<file path="src/jvm_integer_stack_core_assert.svh">
// Assertion macros for the integer stack core.
// Included by files that check their own control logic; needs i_clk and i_rst_n in scope.
`ifndef JVM_INTEGER_STACK_CORE_ASSERT_SVH
`define JVM_INTEGER_STACK_CORE_ASSERT_SVH

// Same-cycle implication, disabled while reset is held.
`define JISC_ASSERT_IMP(lbl, ante, cons, msg) \
    lbl: assert property (@(posedge i_clk) disable iff (!i_rst_n) (ante) |-> (cons)) \
        else $error(msg);

// Next-cycle implication, disabled while reset is held.
`define JISC_ASSERT_NXT(lbl, ante, cons, msg) \
    lbl: assert property (@(posedge i_clk) disable iff (!i_rst_n) (ante) |=> (cons)) \
        else $error(msg);

`endif

</file>
<file path="src/jisc_pkg.sv">
// Package for the integer stack core: opcodes, status codes, sequencer states.
// No dependencies.
package jisc_pkg;

    localparam int STACK_DEPTH_DEF = 64;
    localparam int NUM_LOCALS_DEF  = 256;

    localparam logic [7:0] OP_CONST_FIRST  = 8'h03;
    localparam logic [7:0] OP_CONST_LAST   = 8'h08;
    localparam logic [7:0] OP_PUSH_BYTE    = 8'h10;
    localparam logic [7:0] OP_LDC          = 8'h12;
    localparam logic [7:0] OP_LOAD_LOCAL   = 8'h15;
    localparam logic [7:0] OP_LOAD_FIRST   = 8'h1B;
    localparam logic [7:0] OP_LOAD_LAST    = 8'h1D;
    localparam logic [7:0] OP_PUSH_REF_ZERO = 8'h2A;
    localparam logic [7:0] OP_STORE_LOCAL  = 8'h36;
    localparam logic [7:0] OP_STORE_FIRST  = 8'h3C;
    localparam logic [7:0] OP_STORE_LAST   = 8'h3E;
    localparam logic [7:0] OP_DUP          = 8'h59;
    localparam logic [7:0] OP_IADD         = 8'h60;
    localparam logic [7:0] OP_ISUB         = 8'h64;
    localparam logic [7:0] OP_IMUL         = 8'h68;
    localparam logic [7:0] OP_IDIV         = 8'h6C;
    localparam logic [7:0] OP_RETURN       = 8'hB1;
    localparam logic [7:0] OP_STATIC_REF   = 8'hB2;
    localparam logic [7:0] OP_INVOKEVIRT   = 8'hB6;
    localparam logic [7:0] OP_INVOKESPEC   = 8'hB7;
    localparam logic [7:0] OP_NEW          = 8'hBB;

    localparam logic [2:0] ST_OK     = 3'd0;
    localparam logic [2:0] ST_RET    = 3'd1;
    localparam logic [2:0] ST_UNSUP  = 3'd2;
    localparam logic [2:0] ST_UNDER  = 3'd3;
    localparam logic [2:0] ST_OVER   = 3'd4;
    localparam logic [2:0] ST_DIV0   = 3'd5;
    localparam logic [2:0] ST_BADLOC = 3'd6;

    localparam logic [1:0] LEN_1 = 2'd1;
    localparam logic [1:0] LEN_2 = 2'd2;
    localparam logic [1:0] LEN_3 = 2'd3;

    typedef enum logic [2:0] {
        S_IDLE,
        S_READ,
        S_EXEC,
        S_DIV,
        S_DONE
    } t_state;

    typedef enum logic [1:0] {
        ALU_ADD,
        ALU_SUB,
        ALU_MUL
    } t_alu_op;

    typedef struct packed {
        logic        start;
        logic [31:0] dividend;
        logic [31:0] divisor;
    } t_div_req;

    typedef struct packed {
        logic        done;
        logic [31:0] quotient;
    } t_div_rsp;

endpackage

</file>
<file path="src/jisc_alu.sv">
// Shared combinational arithmetic unit: wrapping add, subtract and multiply.
// Depends on jisc_pkg.
module jisc_alu
    import jisc_pkg::*;
(
    input  t_alu_op     i_op,
    input  logic [31:0] i_a,
    input  logic [31:0] i_b,
    output logic [31:0] o_y
);

    always_comb begin
        unique case (i_op)
            ALU_ADD: o_y = i_a + i_b;
            ALU_SUB: o_y = i_a - i_b;
            ALU_MUL: o_y = i_a * i_b;
            default: o_y = i_a + i_b;
        endcase
    end

endmodule

</file>
<file path="config.mk">
export PLATFORM = sky130hd
export DESIGN_NAME = jisc_alu
export DESIGN_NICKNAME = d
export VERILOG_FILES = /design/src/jvm_integer_stack_core_assert.svh /design/src/jisc_pkg.sv /design/src/jisc_alu.sv
export SDC_FILE = /design/constraint.sdc
export NUM_CORES = 1
export LEC_CHECK = 0
export CORE_UTILIZATION = 30
export DETAILED_ROUTE_END_ITERATION = 16
export DONT_BUFFER_PORTS = 1
export PLACE_DENSITY = 0.56
export SLEW_MARGIN = 30
export SYNTH_ARGS = -nofsm -noshare
export SYNTH_HDL_FRONTEND = slang
export SYNTH_SLANG_ARGS = --single-unit
</file>
<file path="constraint.sdc">
create_clock -name vclk -period 9.85
set_clock_uncertainty 0.2 [all_clocks]
set_input_delay 0.4925 -clock vclk [all_inputs]
set_output_delay 0.4925 -clock vclk [all_outputs]
set_load 0.1 [all_outputs]
</file>
==> impl_metrics.env <==
export IMPL_status="complete, no violations"
export IMPL_yosys_warnings=0
export IMPL_tns_ps=0
export IMPL_multi_input_area_um2=16600
export IMPL_yosys_cell_types_count=62
export IMPL_grt_pass1_wl_mm=88.0
export IMPL_ios=98
export IMPL_num_rows=89
export IMPL_maxSlewHeadroom_pct=40.0
export IMPL_holdPathStages=2
export IMPL_syn_area_um2=18200
export IMPL_crit_type="primary input to output port"
export IMPL_coreArea_um2=59500
export IMPL_cp_arrival_ps=7670
export IMPL_post_cts_buffers=0
export IMPL_dieArea_um2=61700
export IMPL_drc=0
export IMPL_wl_per_cell_um=20.0
export IMPL_hold_buffers=0
export IMPL_rsz0062_at_grt="no"
export IMPL_netlist_area_leader_share_pct=45.0
export IMPL_finalNetCount=2636
export IMPL_met1_usage_pct=25.2
export IMPL_nFillCells=6309
export IMPL_nFlopsAndLatches=0
export IMPL_worstSetupEndpointType="output port"
export IMPL_synthTopCellsByCount="409 x fa_1, 391 x inv_1, 311 x and2_1"
export IMPL_initial_core_util_pct=30.6
export IMPL_hold_viol_final=0
export IMPL_drt_antenna_violating_nets=0
export IMPL_start_kind="primary input"
export IMPL_max_clock_freq_mhz=120
export IMPL_grt_max_degree=37
export IMPL_setup_viol=0
export IMPL_timing_final_crit_share_pct=84.9
export IMPL_antenna_found_initial=4
export IMPL_overflow=0
export IMPL_layout_area_overhead_vs_synth_pct=5.50
export IMPL_min_period_ps=8360
export IMPL_tightest_slew_ps=898
export IMPL_grt_busiest_layer="met2"
export IMPL_grt_use_met2_pct=30.8
export IMPL_die_w_um=248
export IMPL_met3_usage_pct=3.87
export IMPL_clock_buffers=0
export IMPL_vias_per_cell=4.93
export IMPL_die_h_um=248
export IMPL_vias=13700
export IMPL_required_ps=9160
export IMPL_drt_iter0_markers=757
export IMPL_post_synth_top_area_cell="fa_1"
export IMPL_syn_avg_cell_area_um2=8.66
export IMPL_cp_max_fo=31
export IMPL_grt_usage_pct=18.7
export IMPL_ff_latch_area_um2=0
export IMPL_finalMaxSlewViolations=0
export IMPL_drv_cap=0
export IMPL_hold_class="primary input to output port"
export IMPL_gp_congestion=0.879
export IMPL_io_buffer_count=0
export IMPL_syn_num_nets=2735
export IMPL_synth_seq_area_share_pct=0
export IMPL_drive_above_1_share_pct=2.95
export IMPL_ys_top_cells_by_area="fa_1 45%, ha_1 11%, and2_1 11%"
export IMPL_dpl_hpwl_mm=43.0
export IMPL_cts_resized=0
export IMPL_drt_total_wl_mm=55.6
export IMPL_synthCells=2104
export IMPL_first_global_vias=15100
export IMPL_yosysMostFrequentCell="fa_1"
export IMPL_drtPass1Iterations=5
[area by class of cell]
class | instances | share of cell area, %
Timing Repair Buffer | 11 | 0.742
Inverter | 391 | 7.64
Multi-Input combinational cell | 1601 | 86.6
Antenna cell | 1 | 0.0130
Tap cell | 773 | 5.03
[worst paths after layout]
path | from | endpoint | slack [ps]
setup / recovery | i_b[6] | o_y[31] | 1490
hold / removal | i_b[0] | o_y[0] | 1140
[kinds of logic after synthesis]
group | synth area share [%]
AOI/OAI and AO/OA | 7.46
xor gates and xnor gates | 6.68
adders and majority gates | 55.7
buffers and inverters | 10.4
muxes | 0.165
and+or+nand+nor | 19.6
[per-stage QoR]
step | instance area (um^2) | std cells | hold WS [ps] | setup WS [ps] | utilization, %
floorplan | 18200 | 2104 | 1390 | 853 | -
global placement | 19000 | 2773 | 1200 | 1570 | 31.9
detailed placement | 19200 | 2776 | 1140 | 1550 | 32.3
CTS | 19200 | 2776 | 1140 | 1510 | 32.3
global route | 19200 | 2776 | 1140 | 1200 | 32.3
finish | 19200 | 2777 | 1140 | 1490 | 32.3
[layout by cell type, fill, tap and decap left out, types with 4 or more instances in the layout]
cell type and count:
and3_1 6, a21o_1 33, nor2_1 45, a211oi_1 6
nand3_1 15, a21oi_4 7, nor3_1 8, ha_1 156
o31ai_1 8, o41ai_1 4, or3_1 5, fa_1 409
and2_1 311, buf_4 8, nor2b_1 4, xor2_1 42
a21oi_2 5, o211ai_1 5, nand4_1 4, o21ai_0 30
nand2b_1 11, o21ai_1 7, nand2_1 255, o21ai_4 15
xnor2_1 95, a31oi_1 6, o21a_1 5, a21oi_1 52
inv_1 391
[worst max-delay path, stage by stage]
cell and delay, ps:
and2_1 180, fa_1 530, fa_1 450, fa_1 520
inv_1 50, fa_1 470, inv_1 60, fa_1 500
inv_1 50, fa_1 540, inv_1 50, fa_1 490
fa_1 430, ha_1 350, a21o_1 180, a21o_1 170
a21o_1 180, nand3_1 80, o31ai_1 140, o41ai_1 750
o21ai_0 250, xnor2_1 200, nor2_1 80, a21oi_2 130
buf_4 300
[per-layer routing]
metal,vias to the layer above,share of wire [%],routed length (um)
li1,6143,-,-
met1,7021,43,24100
met2,443,46,25600
met3,68,8.3,4590
met4,4,2.3,1300
met5,-,0.032,18
Power is left out: the tool's default activity adds up to more than one toggle a clock period on the data nets, which glitch-free logic cannot reach.
