## config.mk

```make
export PLATFORM = sky130hd
export DESIGN_NAME = jisc_div
export DESIGN_NICKNAME = d
export VERILOG_FILES = /design/src/jvm_integer_stack_core_assert.svh /design/src/jisc_pkg.sv /design/src/jisc_div.sv
export SDC_FILE = /design/constraint.sdc
export NUM_CORES = 1
export LEC_CHECK = 0
export BUFFER_PORTS_ARGS = -buffer_cell sky130_fd_sc_hd__buf_2
export CAP_MARGIN = 20
export CORE_MARGIN = 2
export CORE_UTILIZATION = 45
export DETAILED_ROUTE_END_ITERATION = 7
export SLEW_MARGIN = 40
export SYNTH_ARGS = -nofsm -noshare
export SYNTH_HDL_FRONTEND = slang
export SYNTH_SLANG_ARGS = --single-unit
```

## constraint.sdc

```tcl
create_clock -name i_clk -period 5.25 [get_ports i_clk]
set_input_delay 0.525 -clock i_clk [delete_from_list [all_inputs] [get_ports i_clk]]
set_output_delay 0.525 -clock i_clk [all_outputs]
set_load 0.03 [all_outputs]
```

## src/jvm_integer_stack_core_assert.svh

```systemverilog
// Assertion macros for the integer stack core.
// Included by files that check their own control logic; needs i_clk and i_rst_n in scope.
`ifndef JVM_INTEGER_STACK_CORE_ASSERT_SVH
`define JVM_INTEGER_STACK_CORE_ASSERT_SVH

// Same-cycle implication, disabled while reset is held.
`define JISC_ASSERT_IMP(lbl, ante, cons, msg) \
    lbl: assert property (@(posedge i_clk) disable iff (!i_rst_n) (ante) |-> (cons)) \
        else $error(msg);

// Next-cycle implication, disabled while reset is held.
`define JISC_ASSERT_NXT(lbl, ante, cons, msg) \
    lbl: assert property (@(posedge i_clk) disable iff (!i_rst_n) (ante) |=> (cons)) \
        else $error(msg);

`endif

```

## src/jisc_pkg.sv

```systemverilog
// Package for the integer stack core: opcodes, status codes, sequencer states.
// No dependencies.
package jisc_pkg;

    localparam int STACK_DEPTH_DEF = 64;
    localparam int NUM_LOCALS_DEF  = 256;

    localparam logic [7:0] OP_CONST_FIRST  = 8'h03;
    localparam logic [7:0] OP_CONST_LAST   = 8'h08;
    localparam logic [7:0] OP_PUSH_BYTE    = 8'h10;
    localparam logic [7:0] OP_LDC          = 8'h12;
    localparam logic [7:0] OP_LOAD_LOCAL   = 8'h15;
    localparam logic [7:0] OP_LOAD_FIRST   = 8'h1B;
    localparam logic [7:0] OP_LOAD_LAST    = 8'h1D;
    localparam logic [7:0] OP_PUSH_REF_ZERO = 8'h2A;
    localparam logic [7:0] OP_STORE_LOCAL  = 8'h36;
    localparam logic [7:0] OP_STORE_FIRST  = 8'h3C;
    localparam logic [7:0] OP_STORE_LAST   = 8'h3E;
    localparam logic [7:0] OP_DUP          = 8'h59;
    localparam logic [7:0] OP_IADD         = 8'h60;
    localparam logic [7:0] OP_ISUB         = 8'h64;
    localparam logic [7:0] OP_IMUL         = 8'h68;
    localparam logic [7:0] OP_IDIV         = 8'h6C;
    localparam logic [7:0] OP_RETURN       = 8'hB1;
    localparam logic [7:0] OP_STATIC_REF   = 8'hB2;
    localparam logic [7:0] OP_INVOKEVIRT   = 8'hB6;
    localparam logic [7:0] OP_INVOKESPEC   = 8'hB7;
    localparam logic [7:0] OP_NEW          = 8'hBB;

    localparam logic [2:0] ST_OK     = 3'd0;
    localparam logic [2:0] ST_RET    = 3'd1;
    localparam logic [2:0] ST_UNSUP  = 3'd2;
    localparam logic [2:0] ST_UNDER  = 3'd3;
    localparam logic [2:0] ST_OVER   = 3'd4;
    localparam logic [2:0] ST_DIV0   = 3'd5;
    localparam logic [2:0] ST_BADLOC = 3'd6;

    localparam logic [1:0] LEN_1 = 2'd1;
    localparam logic [1:0] LEN_2 = 2'd2;
    localparam logic [1:0] LEN_3 = 2'd3;

    typedef enum logic [2:0] {
        S_IDLE,
        S_READ,
        S_EXEC,
        S_DIV,
        S_DONE
    } t_state;

    typedef enum logic [1:0] {
        ALU_ADD,
        ALU_SUB,
        ALU_MUL
    } t_alu_op;

    typedef struct packed {
        logic        start;
        logic [31:0] dividend;
        logic [31:0] divisor;
    } t_div_req;

    typedef struct packed {
        logic        done;
        logic [31:0] quotient;
    } t_div_rsp;

endpackage

```

## src/jisc_div.sv

```systemverilog
// Iterative signed divider, one quotient bit per cycle, truncating toward zero.
// Depends on jisc_pkg.
module jisc_div
    import jisc_pkg::*;
(
    input  logic     i_clk,
    input  logic     i_rst_n,
    input  t_div_req i_req,
    output t_div_rsp o_rsp
);

    logic        r_busy;
    logic [4:0]  r_cnt;
    logic        r_done;
    logic        r_neg;
    logic [32:0] r_rem;
    logic [31:0] r_quo;
    logic [31:0] r_dvs;

    logic [32:0] w_trial;
    logic [32:0] w_shift;

    assign w_shift = {r_rem[31:0], r_quo[31]};
    assign w_trial = w_shift - {1'b0, r_dvs};

    always_ff @(posedge i_clk) begin
        if (!i_rst_n) begin
            r_busy <= 1'b0;
            r_cnt  <= '0;
            r_done <= 1'b0;
        end else begin
            r_done <= 1'b0;
            if (i_req.start) begin
                r_busy <= 1'b1;
                r_cnt  <= '0;
            end else if (r_busy) begin
                r_cnt <= r_cnt + 5'd1;
                if (r_cnt == 5'd31) begin
                    r_busy <= 1'b0;
                    r_done <= 1'b1;
                end
            end
        end
    end

    // Work on magnitudes; fix the sign once at the end.
    always_ff @(posedge i_clk) begin
        if (i_req.start) begin
            r_neg <= i_req.dividend[31] ^ i_req.divisor[31];
            r_rem <= '0;
            r_quo <= i_req.dividend[31] ? (32'd0 - i_req.dividend) : i_req.dividend;
            r_dvs <= i_req.divisor[31] ? (32'd0 - i_req.divisor) : i_req.divisor;
        end else if (r_busy) begin
            if (!w_trial[32]) begin
                r_rem <= w_trial;
                r_quo <= {r_quo[30:0], 1'b1};
            end else begin
                r_rem <= w_shift;
                r_quo <= {r_quo[30:0], 1'b0};
            end
        end
    end

    assign o_rsp.done     = r_done;
    assign o_rsp.quotient = r_neg ? (32'd0 - r_quo) : r_quo;

endmodule

```

==> results, run 1 <==
- The detailed-route wire length on metal 1 is between 8000 and 9000 µm.
- The clock tree buffer depth is 2.
- The total iterations of the first detailed-routing run is 5.
- The worst path uses between 70% and 80% of the clock period.
- For this design the ratio of total power to cell area is around 290 nW/µm².
- The proportion of register bits with asynchronous set or reset after synthesis is 0%.
- The worst setup path is of the flop to primary output kind.
- In the final routed layout, each cell accounts on average for approximately 15 µm.
- The highest metal layer carrying signal wires in the routed design is met4.
- Counting the fill cells in the layout gives around 1600.
- In the routed design, unresolved DRC markers number 0.
- Hold repair after CTS inserted 0 buffers.
- In this run the post-CTS setup repair buffer count came out at 0.
- For this run, the number of Yosys warnings is 0.
- Setup repair after global routing left no endpoint under its margin.
- The count of vias placed by the detailed router is between 6000 and 7000.
- The critical path startpoint category is a flop.
- The TritonCTS clock tree is yes.
- Adding up every negative setup slack in the final design gives 0 ns.
- The nature of the critical path endpoint is a primary output.
- The clock buffer count from CTS is 9.
- Measured along the y axis, the die boundary spans ~140 µm.
- The netlist uses between 50 and 60 different library cells.
- The data required time at the worst endpoint is 4.72 ns.
- The first global-routing pass estimated ~30000 µm of wire.
- The floorplan has 47 rows.
- The number of clock sinks seen by CTS is 104.
- The area of the mapped netlist is approximately 7700 µm².
- The slew of the pin with the lowest slew margin is about 0.68 ns.
- The cell chosen for the clock root is sky130_fd_sc_hd__clkbuf_16.
- The post-synthesis sequential area ratio is around 35%.
- The placed instances occupy a cell area of 8430 µm².
- The number of antenna violations at the first check in global routing came to 0.
- The number of endpoints with negative hold slack in the final report is 0.
- After detailed routing, the met2 layer carries around 7800 µm of wire.
- Setup violations remaining at the end of the flow were counted as 0.
- Detailed routing placed a total of between 800 and 900 µm of wire on met3.
- The floorplan step defined a die boundary enclosing between 15000 and 20000 µm².
- The core area is ~17000 µm².
- The post-synth net total is 1002.
- The wire length reported by the detailed router is roughly 17000 µm.
- The final layout net count is 1081.
- Cells fill a little over half of the core in the end.
- CTS built an H-tree with a depth of 3.
- Dividing the detail-routed via count by the number of cells gives about 5.5.
- The largest net degree at the start of global routing is 60.
- The count of input and output buffers is slightly below 100.
- The clock-pin slew on the worst setup and hold paths is ~0.07 ns.
- Cells with a size suffix above 1 make up between 10% and 20% of the layout.
- The maximum operating frequency is approximately 240 MHz.
- For this run the aggregate overflow at the end of global routing stands at 0.
- The number of design-rule violations left by the first detailed-router iteration is ~350.
- The worst pin sits at a relative slew slack of a little over half.
- For the worst flop-to-flop path, the logic depth is 13.
- The max-slew violation count is 0.
- The number of antenna diodes is 0.
- Counting instances, the worst hold path has a depth of 1.
- Routability-driven placement finished with a final weighted congestion of approximately 0.83.
- The cell leakage power is 3.46 nW.
- The synthesized design contains between 100 and 150 register bits.
- The average size of a mapped cell is 8.62 µm².
- The post-route clock skew is 0.00703 ns.
- The clock period minus worst slack is between 4 and 5 ns.
- The worst vdd rail ir drop is roughly 0.17 mV.
- The type of the tightest min-delay check is input port to flop.
- After legalization and detailed placement, the total HPWL measured 13200 µm.
- In the global route stage, overall resource usage came out at between 10% and 20%.
- The tool flagged a number of max-cap violations equal to 0.
- The synthesized design contains between 60 and 70 enable-type register cells.
- Once detail routing completed, the nets flagged for antenna violations numbered 0.
- Measured along the x axis, the die boundary spans approximately 140 µm.
- The maximum net fanout on the critical path is 4.
- After clock tree synthesis, the repair step resized 0 gates.
- The starting density of the core is a little under half.
- Pin placement for this block handled 100 I/O pins.
- Synthesis handed over a netlist of 897 instances.
- The most instantiated flip-flop cell in the synthesis netlist is sky130_fd_sc_hd__edfxtp_1.
- For the worst-skew pair, the clock arrives at the later sink with an insertion delay of 0.35 ns.
- The flow ran to the end, and the final reports show no timing, DRC or antenna violations.
- The number of global-route vias before repair is 6066.
- The area growth from synthesis to layout is 12.8%.
- The arrival time of data at the critical path endpoint is around 3.6 ns.
- The final non-filler cell area is a little under 9000 µm².
==> state kept, by name, summed over array words and instances, names as in the netlist <==
register	count
r_busy	1
r_cnt	5
r_done	1
r_dvs	32
r_neg	1
r_quo	32
r_rem	32
==> area by class of cell <==
cell class / instances / area [µm²] / area share, %
multi-input cells: 700 / 4660 / 53.4
inverters: 55 / 206 / 2.37
well taps: 220 / 275 / 3.15
repair buffers: 106 / 558 / 6.39
clock buffers: 12 / 267 / 3.05
flip-flops and latches: 104 / 2730 / 31.3
clock inverters: 4 / 27.5 / 0.315
==> metrics by stage <==
stage,hold slack [ns],std cells,worst slack [ns],power (mW)
2_1_floorplan,0.451,897,1.61,1.69
3_3_place_gp,0.477,1184,1.47,1.92
3_5_place_dp,0.481,1185,1.43,1.92
4_1_cts,0.388,1201,1.06,2.59
5_1_grt,0.397,1201,0.905,2.74
6_report,0.399,1201,1.09,2.57
==> report_power, final <==
| group | internal [mW] | leakage, nW | switching (mW) |
|---|---|---|---|
| logic | 0.337 | 2.36 | 0.535 |
| clock network | 0.361 | 0.149 | 0.301 |
| registers | 0.965 | 0.958 | 0.0724 |
| total | 1.66 | 3.46 | 0.909 |
==> worst paths after layout <==
kind	startpoint	to	slack (ns)
worst min-delay path	i_req[0]	r_dvs[0]$_DFFE_PP_	0.40
worst max-delay path	r_quo[9]$_DFFE_PP_	o_rsp[31]	1.09
worst min register to register	r_rem[17]$_SDFFE_PP0P_	r_rem[17]$_SDFFE_PP0P_	0.49
worst max register to register	r_quo[31]$_DFFE_PP_	r_rem[18]$_SDFFE_PP0P_	1.44
==> cell usage after synthesis, types with 5 or more instances <==
cell type	instances	area, µm²
sky130_fd_sc_hd__nand4_1	7	43.8
sky130_fd_sc_hd__o211ai_1	9	67.6
sky130_fd_sc_hd__o21ai_0	53	265
sky130_fd_sc_hd__or3_1	23	144
sky130_fd_sc_hd__o41ai_1	13	114
sky130_fd_sc_hd__o31ai_1	24	180
sky130_fd_sc_hd__a211o_1	5	43.8
sky130_fd_sc_hd__nand3_1	19	95.1
sky130_fd_sc_hd__inv_1	55	206
sky130_fd_sc_hd__mux2i_1	8	80.1
sky130_fd_sc_hd__xnor2_1	77	674
sky130_fd_sc_hd__a211oi_1	9	67.6
sky130_fd_sc_hd__ha_1	37	463
sky130_fd_sc_hd__a21oi_1	72	360
sky130_fd_sc_hd__buf_1	6	22.5
sky130_fd_sc_hd__edfxtp_1	65	1950
sky130_fd_sc_hd__nor2b_1	5	31.3
sky130_fd_sc_hd__or4_1	9	67.6
sky130_fd_sc_hd__nor2_1	87	327
sky130_fd_sc_hd__dfxtp_1	39	781
sky130_fd_sc_hd__clkbuf_1	30	113
sky130_fd_sc_hd__nor3_1	8	40.0
sky130_fd_sc_hd__a311oi_1	22	193
sky130_fd_sc_hd__and3_1	5	31.3
sky130_fd_sc_hd__o21a_1	5	37.5
sky130_fd_sc_hd__a21o_1	8	60.1
sky130_fd_sc_hd__nand2_1	88	330
sky130_fd_sc_hd__nand2b_1	16	100
sky130_fd_sc_hd__xor2_1	34	298
==> critical path: stages (launching register included) <==
cell,delay [ns]
sky130_fd_sc_hd__edfxtp_1,0.44
sky130_fd_sc_hd__or4_4,0.56
sky130_fd_sc_hd__nor4_2,0.20
sky130_fd_sc_hd__nand2b_1,0.09
sky130_fd_sc_hd__or2_2,0.29
sky130_fd_sc_hd__or3_1,0.40
sky130_fd_sc_hd__or3_1,0.36
sky130_fd_sc_hd__or2_2,0.33
sky130_fd_sc_hd__o31ai_1,0.24
sky130_fd_sc_hd__xnor2_1,0.15
sky130_fd_sc_hd__buf_2,0.21
==> cell usage in the layout, fill, tap and decap left out, drive strengths merged, types with 8 or more instances in the layout <==
| cell | Yosys | layout |
|---|---|---|
| xor2 | 34 | 34 |
| dfxtp | 39 | 39 |
| or3 | 28 | 28 |
| nand3 | 19 | 19 |
| a21oi | 72 | 72 |
| o21ai | 55 | 55 |
| a21o | 8 | 8 |
| ha | 37 | 37 |
| buf | 8 | 106 |
| mux2i | 8 | 8 |
| o31ai | 25 | 25 |
| xnor2 | 77 | 77 |
| clkbuf | 30 | 12 |
| edfxtp | 65 | 65 |
| or4 | 13 | 13 |
| nor2 | 87 | 87 |
| o211ai | 9 | 9 |
| a311oi | 22 | 22 |
| nand2 | 88 | 88 |
| nand2b | 17 | 17 |
| nor3 | 8 | 8 |
| a211oi | 9 | 9 |
| inv | 55 | 55 |
| o41ai | 16 | 16 |
==> per-layer routing <==
metal  vias up  GRT usage (%)
li1       3419              -
met1      3031           28.1
met2       158           31.7
met3        14           2.36
met4         0           5.96
met5         -              0
==> kinds of logic (layout without fill, tap and decap cells) <==
group	after synthesis	count (layout)	synth area share, %
AO/OA/AOI/OAI	244	244	20.9
XOR/XNOR	111	111	12.6
adder cells (fa/ha/maj)	38	38	6.24
buffers and inverters	93	177	4.61
flip-flops	104	104	35.3
multiplexers	9	9	1.18
AND/OR/NAND/NOR	298	298	19.2
(Power assumes the default switching activity.)
==> run 2, diff against run 1 <==
Settings changed: PLACE_DENSITY set to 0.67.
Clock period 5.25 ns to 3.7 ns, I/O delays scaled along.
==> results, run 2 (synthesized netlist as in run 1, its figures left out) <==
- Outcome: finished with violations (was complete, no violations).
- The final reports fail on negative setup slack.
- The floorplan die height is 135 µm (unchanged).
- The count of input and output buffers came to 99 (unchanged).
- The slowest library cell on the worst path is sky130_fd_sc_hd__or4_4 (unchanged).
- The latest clock arrival within the worst-skew pair is 0.35 ns (about the same).
- The final routed wire length divided by cell count is 14.5 µm (about the same).
- The fraction of power consumed by sequential logic was 39.2% (was 40.3%).
- Subtracting the final worst setup slack from the clock period gives 3.71 ns.
- The nature of the critical path endpoint is a primary output (unchanged).
- The clock tree buffer depth is 2 (unchanged).
- The slew of the pin with the lowest slew margin is 0.759 ns (was 0.678 ns).
- The wire length reported by the detailed router is 17600 µm (was 17500 µm).
- The maximum net fanout on the critical path came to 4 (unchanged).
- The clock-pin slew on the worst setup and hold paths is 0.07 ns (about the same).
- The number of rows created at floorplan is 47 (unchanged).
- The cell chosen for the clock root was sky130_fd_sc_hd__clkbuf_16 (unchanged).
- The post-route clock skew came to 0.00944 ns (was 0.00703 ns).
- The largest incremental delay on the critical path is 0.57 ns (was 0.56 ns).
- The final core utilization is 53.3% (was 52.3%).
- The global-route wire length before repair is 29600 µm (about the same).
- The clock buffer count from CTS is 9 (unchanged).
- The part of the total power dissipated in combinational logic is 33.7% (was 33.9%).
- The floorplan die area is 18300 µm² (unchanged).
- The post-route worst hold slack is 0.222 ns (was 0.399 ns).
- The largest net degree at the start of global routing is 79 (was 60).
- The area growth from synthesis to layout is 15.1% (was 12.8%).
- The number of global-route vias before repair is 6222 (was 6066).
- Setup repair after global routing missed its margin: yes (was no).
- The arrival time of data at the critical path endpoint is 3.34 ns (was 3.63 ns).
- The critical path startpoint category is a flop (unchanged).
- The cell internal power dissipation is 2.47 mW (was 1.66 mW).
- Registers with the most flip-flops: r_dvs x32, r_quo x32, r_rem x32 (unchanged).
- The final layout net count is 1093 (was 1081).
- The worst reg2reg path depth is 13 (unchanged).
- The worst hold path stage count is 1 (unchanged).
- The smallest setup slack after layout is -0.00881 ns (was 1.09 ns).
- The number of antenna diodes came to 0 (unchanged).
- The number of cells in the design after placement is 1194 (was 1185).
- The clock network fraction of total power is 27.1% (was 25.8%).
- The data required time at the worst endpoint was 3.33 ns (was 4.72 ns).
- The starting density of the core is 46.3% (unchanged).
- The count of vias placed by the detailed router is 6681 (was 6622).
- The classification of the worst setup path is flop to primary output (unchanged).
- The number of H-tree levels is 3 (unchanged).
- The origin of the worst min-delay path was i_req[0] (unchanged).
- The type of the tightest min-delay check is input port to flop (unchanged).
- The share of final-layout standard cells stronger than drive strength 1 is 16.1% (was 14.9%).
- The share of the clock period used by the worst path after layout is 100%.
- The core area is 16700 µm² (unchanged).
- Highest-count cells in the layout ignoring fill and taps: sky130_fd_sc_hd__buf_2 (93), sky130_fd_sc_hd__nand2_1 (88), sky130_fd_sc_hd__nor2_1 (87) (was sky130_fd_sc_hd__buf_2 (98), sky130_fd_sc_hd__nand2_1 (88), sky130_fd_sc_hd__nor2_1 (87)).
- The slack of the worst reg-to-reg path is 0.36 ns (was 1.44 ns).
- The number of setup violations in the final report is 1 (was 0).
- The count of boundary I/O pins was 100 (unchanged).
- The global-route usage over all layers is 19.9% (was 19.8%).
- The cell family with the largest share of critical-path delay was simple AND/OR/NAND/NOR gates (unchanged).
- The sum of buffers and inverters on the critical path is 1 (unchanged).
- Static timing analysis puts the maximum clock frequency at roughly 270 MHz.
- The number of antenna violations at the first check in global routing is 0 (unchanged).
- The worst vdd rail ir drop is 0.234 mV (was 0.172 mV).
- The switching power of the nets is 1.29 mW (was 0.909 mW).
- The die outline width is 135 µm (unchanged).
- The post-detailed-route DRC marker count is 0 (unchanged).
- The endpoint of the worst hold-timing path is r_dvs[0]$_DFFE_PP_ (unchanged).
- The startpoint of the most critical register-to-register path was r_quo[31]$_DFFE_PP_ (unchanged).
- The total iterations of the first detailed-routing run was 6 (was 5).
- The number of endpoints with negative hold slack in the final report came to 0 (unchanged).
- The sum of negative setup slack is -0.00881 ns (was 0 ns).
- The final non-filler cell area was 8900 µm² (was 8730 µm²).
- The TritonCTS clock tree is yes (unchanged).
- The power per standard cell area is 422 nW/µm² (was 295 nW/µm²).
- The mean number of vias per cell was 5.51 (about the same).
- The max-slew violation count is 0 (unchanged).
- The placement-stage cell area is 8510 µm² (was 8430 µm²).
- The worst slack at placement was 0.0979 ns (was 1.43 ns).
- The relative slew slack is 49.4% (was 54.6%).
- The final total power is 3.76 mW (was 2.57 mW).
- CP cell instances: or4_4 > nor4_4 > nand2b_1 > or2_4 > or3_4 > or3_4 > or2_4 > o41ai_4 > xnor2_1 > buf_4 (was or4_4 > nor4_2 > nand2b_1 > or2_2 > or3_1 > or3_1 > or2_2 > o31ai_1 > xnor2_1 > buf_2).
- The count of placed standard cells in the final layout, fillers left out is 1213 (was 1201).
- The fraction of power spent switching nets is 34.4% (was 35.4%).
- The cell leakage power was 3.54 nW (was 3.46 nW).
- The end of the worst register-to-register path is r_rem[22]$_SDFFE_PP0P_ (was r_rem[18]$_SDFFE_PP0P_).
- The number of max-cap violations is 0 (unchanged).
- The HPWL reported at the end of detailed placement is 13200 µm (about the same).
- The number of design-rule violations left by the first detailed-router iteration is 313 (was 347).
- The total global routing overflow was 0 (unchanged).
- The most common library cell in the layout ignoring fill and taps is sky130_fd_sc_hd__buf_2 (unchanged).
- The number of clock sinks seen by CTS is 104 (unchanged).
- The final antenna-violating net count is 0 (unchanged).
- The weighted congestion at the end of routability-driven global placement was 0.856 (was 0.834).
-- run 2: worst max path at each step --
stage	start	to	slack (ns)	cells after the start
5_1_grt	r_quo[10]$_DFFE_PP_	o_rsp[29]	-0.11	10
3_3_place_gp	r_quo[10]$_DFFE_PP_	o_rsp[31]	0.15	10
3_5_place_dp	r_quo[10]$_DFFE_PP_	o_rsp[31]	0.1	10
4_1_cts	r_quo[7]$_DFFE_PP_	o_rsp[29]	-0.10	10
2_1_floorplan	r_quo[10]$_DFFE_PP_	o_rsp[31]	0.21	9
6_report	r_quo[10]$_DFFE_PP_	o_rsp[29]	-0.009	10
-- run 2: layer usage --
layer	routed length (µm)	track usage, %	vias to the layer above
met5	0	0	-
met4	308	6.60	0
met3	795	2.25	22
met2	7900	32.7	160
met1	8600	27.5	3059
li1	-	-	3440
-- run 2: timing repair --
action                                  CTS  global route
endpoints found under the setup margin    6             6
pin swaps                                 3             3
gates resized for setup                  10             5
buffers inserted                          2             1
hold buffers                              0             0
-- run 2: power by group through the flow --
stage	sequential [mW]	combinational, mW	clock [mW]
2_1_floorplan	1.46	0.933	0
3_3_place_gp	1.50	1.23	0
3_5_place_dp	1.49	1.25	0
4_1_cts	1.47	1.27	1.05
5_1_grt	1.49	1.41	1.09
6_report	1.47	1.27	1.02
-- run 2: layout make-up --
type,count,area (µm²)
fill,1593,7800
multi-input combinational,700,4700
sequential,104,2730
timing repair buffer,118,669
tap,220,275
clock buffer,11,233
inverter,55,206
clock inverter,5,81.3
==> run 3, diff against run 2 <==
Clock period 3.7 ns to 3 ns, I/O delays scaled along.
==> results, run 3 (synthesized netlist as in run 1, its figures left out) <==
- The global-route wire length before repair is 32100 µm (was 29600 µm).
- The HPWL reported at the end of detailed placement is 13700 µm (was 13200 µm).
- The largest net degree at the start of global routing is 88 (was 79).
- The number of antenna diodes is 0 (unchanged).
- The smallest setup slack after layout is -0.688 ns (was -0.00881 ns).
- The startpoint of the most critical setup path is r_quo[10]$_DFFE_PP_ (unchanged).
- The end point of the critical path was o_rsp[29] (unchanged).
- The fraction of power consumed by sequential logic was 35.8% (was 39.2%).
- The number of setup violations in the final report is 41 (was 1).
- The multi-input combinational cell area is 5280 µm² (was 4700 µm²).
- The relative slew slack is 50.0% (was 49.4%).
- The number of max-cap violations is 0 (unchanged).
- The count of input and output buffers came to 99 (unchanged).
- The number of H-tree levels is 3 (unchanged).
- The floorplan die height was 135 µm (unchanged).
- The maximum net fanout on the critical path is 3 (was 4).
- The clock-pin slew on the worst setup and hold paths is 0.07 ns (about the same).
- The cell leakage power came to 4.12 nW (was 3.54 nW).
- The end of the worst register-to-register path was r_rem[1]$_SDFFE_PP0P_ (was r_rem[22]$_SDFFE_PP0P_).
- The number of design-rule violations left by the first detailed-router iteration came to 489 (was 313).
- The slew of the pin with the lowest slew margin came to 0.747 ns (was 0.759 ns).
- The number of clock sinks seen by CTS is 104 (unchanged).
- The final total power came to 5.08 mW (was 3.76 mW).
- The type of the tightest min-delay check was input port to flop (unchanged).
- The final layout net count was 1169 (was 1093).
- The critical path startpoint category was a flop (unchanged).
- The worst path uses 123% of the clock period.
- The number of antenna violations at the first check in global routing is 0 (unchanged).
- The latest clock arrival within the worst-skew pair was 0.35 ns (about the same).
- The total iterations of the first detailed-routing run is 5 (was 6).
- The layout filler cell count is 1429 (was 1593).
- The area of all sequential standard cells is 2740 µm² (was 2730 µm²).
- The number of global-route vias before repair came to 6618 (was 6222).
- The count of placed standard cells in the final layout, fillers left out was 1289 (was 1213).
- The core area is 16700 µm² (unchanged).
- The count of boundary I/O pins is 100 (unchanged).
- The total global routing overflow was 0 (unchanged).
- Outcome: finished with violations (unchanged).
- The slack of the worst reg-to-reg path is -0.09 ns (was 0.36 ns).
- The wire length reported by the detailed router is 20000 µm (was 17600 µm).
- The classification of the worst setup path was flop to primary output (unchanged).
- The fraction of power spent switching nets is 36.1% (was 34.4%).
- The worst reg2reg path depth is 14 (was 13).
- The floorplan die area is 18300 µm² (unchanged).
- The mean number of vias per cell came to 5.59 (was 5.51).
- The smallest clock period supported by the final layout is computed as about 3.7 ns.
- The part of the total power dissipated in combinational logic is 40.5% (was 33.7%).
- The area growth from synthesis to layout came to 31.8% (was 15.1%).
- The switching power of the nets is 1.83 mW (was 1.29 mW).
- The starting density of the core is 46.3% (unchanged).
- The worst slack at placement is -0.375 ns (was 0.0979 ns).
- The number of rows created at floorplan is 47 (unchanged).
- Highest-count cells in the layout ignoring fill and taps: sky130_fd_sc_hd__nor2_1 (87), sky130_fd_sc_hd__buf_4 (86), sky130_fd_sc_hd__buf_2 (85) (was sky130_fd_sc_hd__buf_2 (93), sky130_fd_sc_hd__nand2_1 (88), sky130_fd_sc_hd__nor2_1 (87)).
- The global-route usage over all layers was 21.8% (was 19.9%).
- The power per standard cell area is 499 nW/µm² (was 422 nW/µm²).
- The most common library cell in the layout ignoring fill and taps was sky130_fd_sc_hd__nor2_1 (was sky130_fd_sc_hd__buf_2).
- Registers with the most flip-flops: r_dvs x32, r_quo x32, r_rem x32 (unchanged).
- The nature of the critical path endpoint is a primary output (unchanged).
- The max-slew violation count was 0 (unchanged).
- The clock network fraction of total power is 23.7% (was 27.1%).
- The final antenna-violating net count came to 0 (unchanged).
- The cell internal power dissipation came to 3.25 mW (was 2.47 mW).
- The final routed wire length divided by cell count is 15.5 µm (was 14.5 µm).
- The worst vdd rail ir drop is 0.307 mV (was 0.234 mV).
- The arrival time of data at the critical path endpoint came to 3.39 ns (was 3.34 ns).
- The data required time at the worst endpoint came to 2.70 ns (was 3.33 ns).
- The count of vias placed by the detailed router is 7205 (was 6681).
- The die outline width is 135 µm (unchanged).
- The TritonCTS clock tree was yes (unchanged).
- The share of final-layout standard cells stronger than drive strength 1 was 31.0% (was 16.1%).
- The weighted congestion at the end of routability-driven global placement is 0.880 (was 0.856).
- The clock tree buffer depth came to 2 (unchanged).
- The number of cells in the design after placement came to 1256 (was 1194).
- Setup repair after global routing missed its margin: yes (unchanged).
- Violations in the final reports: negative setup slack (unchanged).
- The startpoint of the most critical register-to-register path is r_dvs[0]$_DFFE_PP_ (was r_quo[31]$_DFFE_PP_).
- The clock buffer count from CTS is 9 (unchanged).
- The number of endpoints with negative hold slack in the final report is 0 (unchanged).
- The post-detailed-route DRC marker count is 0 (unchanged).
- The cell chosen for the clock root is sky130_fd_sc_hd__clkbuf_16 (unchanged).
- For this run, the top clock speed supported by timing is 271 MHz.
- The sum of negative setup slack was -6.45 ns (was -0.00881 ns).
- The post-route clock skew is 0.00986 ns (was 0.00944 ns).
-- run 3: area by class of cell --
type                       instances  share of cell area (%)
tap                              220                    2.70
inverter                          55                    2.03
timing repair buffer             194                    13.7
sequential                       104                    26.8
multi-input combinational        700                    51.8
clock inverter                     4                   0.540
clock buffer                      12                    2.42
-- run 3: per-layer routing --
layer / global-route usage, % / up-vias / wire length, µm
met2: 35.6 / 219 / 9400
met3: 2.48 / 22 / 1010
li1: - / 3602 / -
met5: 0 / - / 0
met1: 30.2 / 3362 / 9300
met4: 7.29 / 0 / 302
-- run 3: what timing repair did --
action                                  4_1_cts  5_1_grt
cloned                                        5        0
buffers inserted                             10        7
pin swaps                                    35       28
gates resized for setup                      73       80
hold buffers                                  0        0
endpoints found under the setup margin       48       53
-- run 3: worst max-delay path, stage by stage (launching register included) --
cell and delay [ns]:
sky130_fd_sc_hd__edfxtp_1 0.40, sky130_fd_sc_hd__or4_4 0.57, sky130_fd_sc_hd__nor4_4 0.16, sky130_fd_sc_hd__nand2b_1 0.10
sky130_fd_sc_hd__or2_4 0.24, sky130_fd_sc_hd__or3_4 0.37, sky130_fd_sc_hd__or3_4 0.34, sky130_fd_sc_hd__or2_4 0.28
sky130_fd_sc_hd__o41ai_4 0.27, sky130_fd_sc_hd__xnor2_2 0.16, sky130_fd_sc_hd__buf_6 0.15
-- run 3: power by group through the flow --
| stage | Clock [mW] | Combinational [mW] | Sequential [mW] |
|---|---|---|---|
| final | 1.21 | 2.06 | 1.82 |
| after global routing | 1.29 | 2.23 | 1.84 |
| after CTS | 1.23 | 1.94 | 1.81 |
| after detailed placement | 0 | 1.69 | 1.83 |
| after global placement | 0 | 1.66 | 1.84 |
| after floorplan | 0 | 1.17 | 1.81 |
-- run 3: how the worst min path moves through the flow --
| stage | start | end | slack [ns] | cells after the start |
|---|---|---|---|---|
| 2_1_floorplan | i_req[0] | r_dvs[0]$_DFFE_PP_ | 0.40 | 0 |
| 3_3_place_gp | r_rem[1]$_SDFFE_PP0P_ | r_rem[1]$_SDFFE_PP0P_ | 0.48 | 2 |
| 3_5_place_dp | r_rem[10]$_SDFFE_PP0P_ | r_rem[11]$_SDFFE_PP0P_ | 0.49 | 2 |
| 4_1_cts | i_req[0] | r_dvs[0]$_DFFE_PP_ | 0.16 | 1 |
| 5_1_grt | i_req[0] | r_dvs[0]$_DFFE_PP_ | 0.15 | 1 |
| 6_report | i_req[0] | r_dvs[0]$_DFFE_PP_ | 0.17 | 1 |
-- run 3: metrics by stage --
step | hold WS [ns] | instance area [µm²] | utilization [%]
floorplan | 0.399 | 7860 | -
global placement | 0.480 | 9090 | 54.5
detailed placement | 0.488 | 9110 | 54.5
CTS | 0.157 | 9860 | 59.0
global route | 0.155 | 10200 | 61.0
finish | 0.165 | 10200 | 61.0
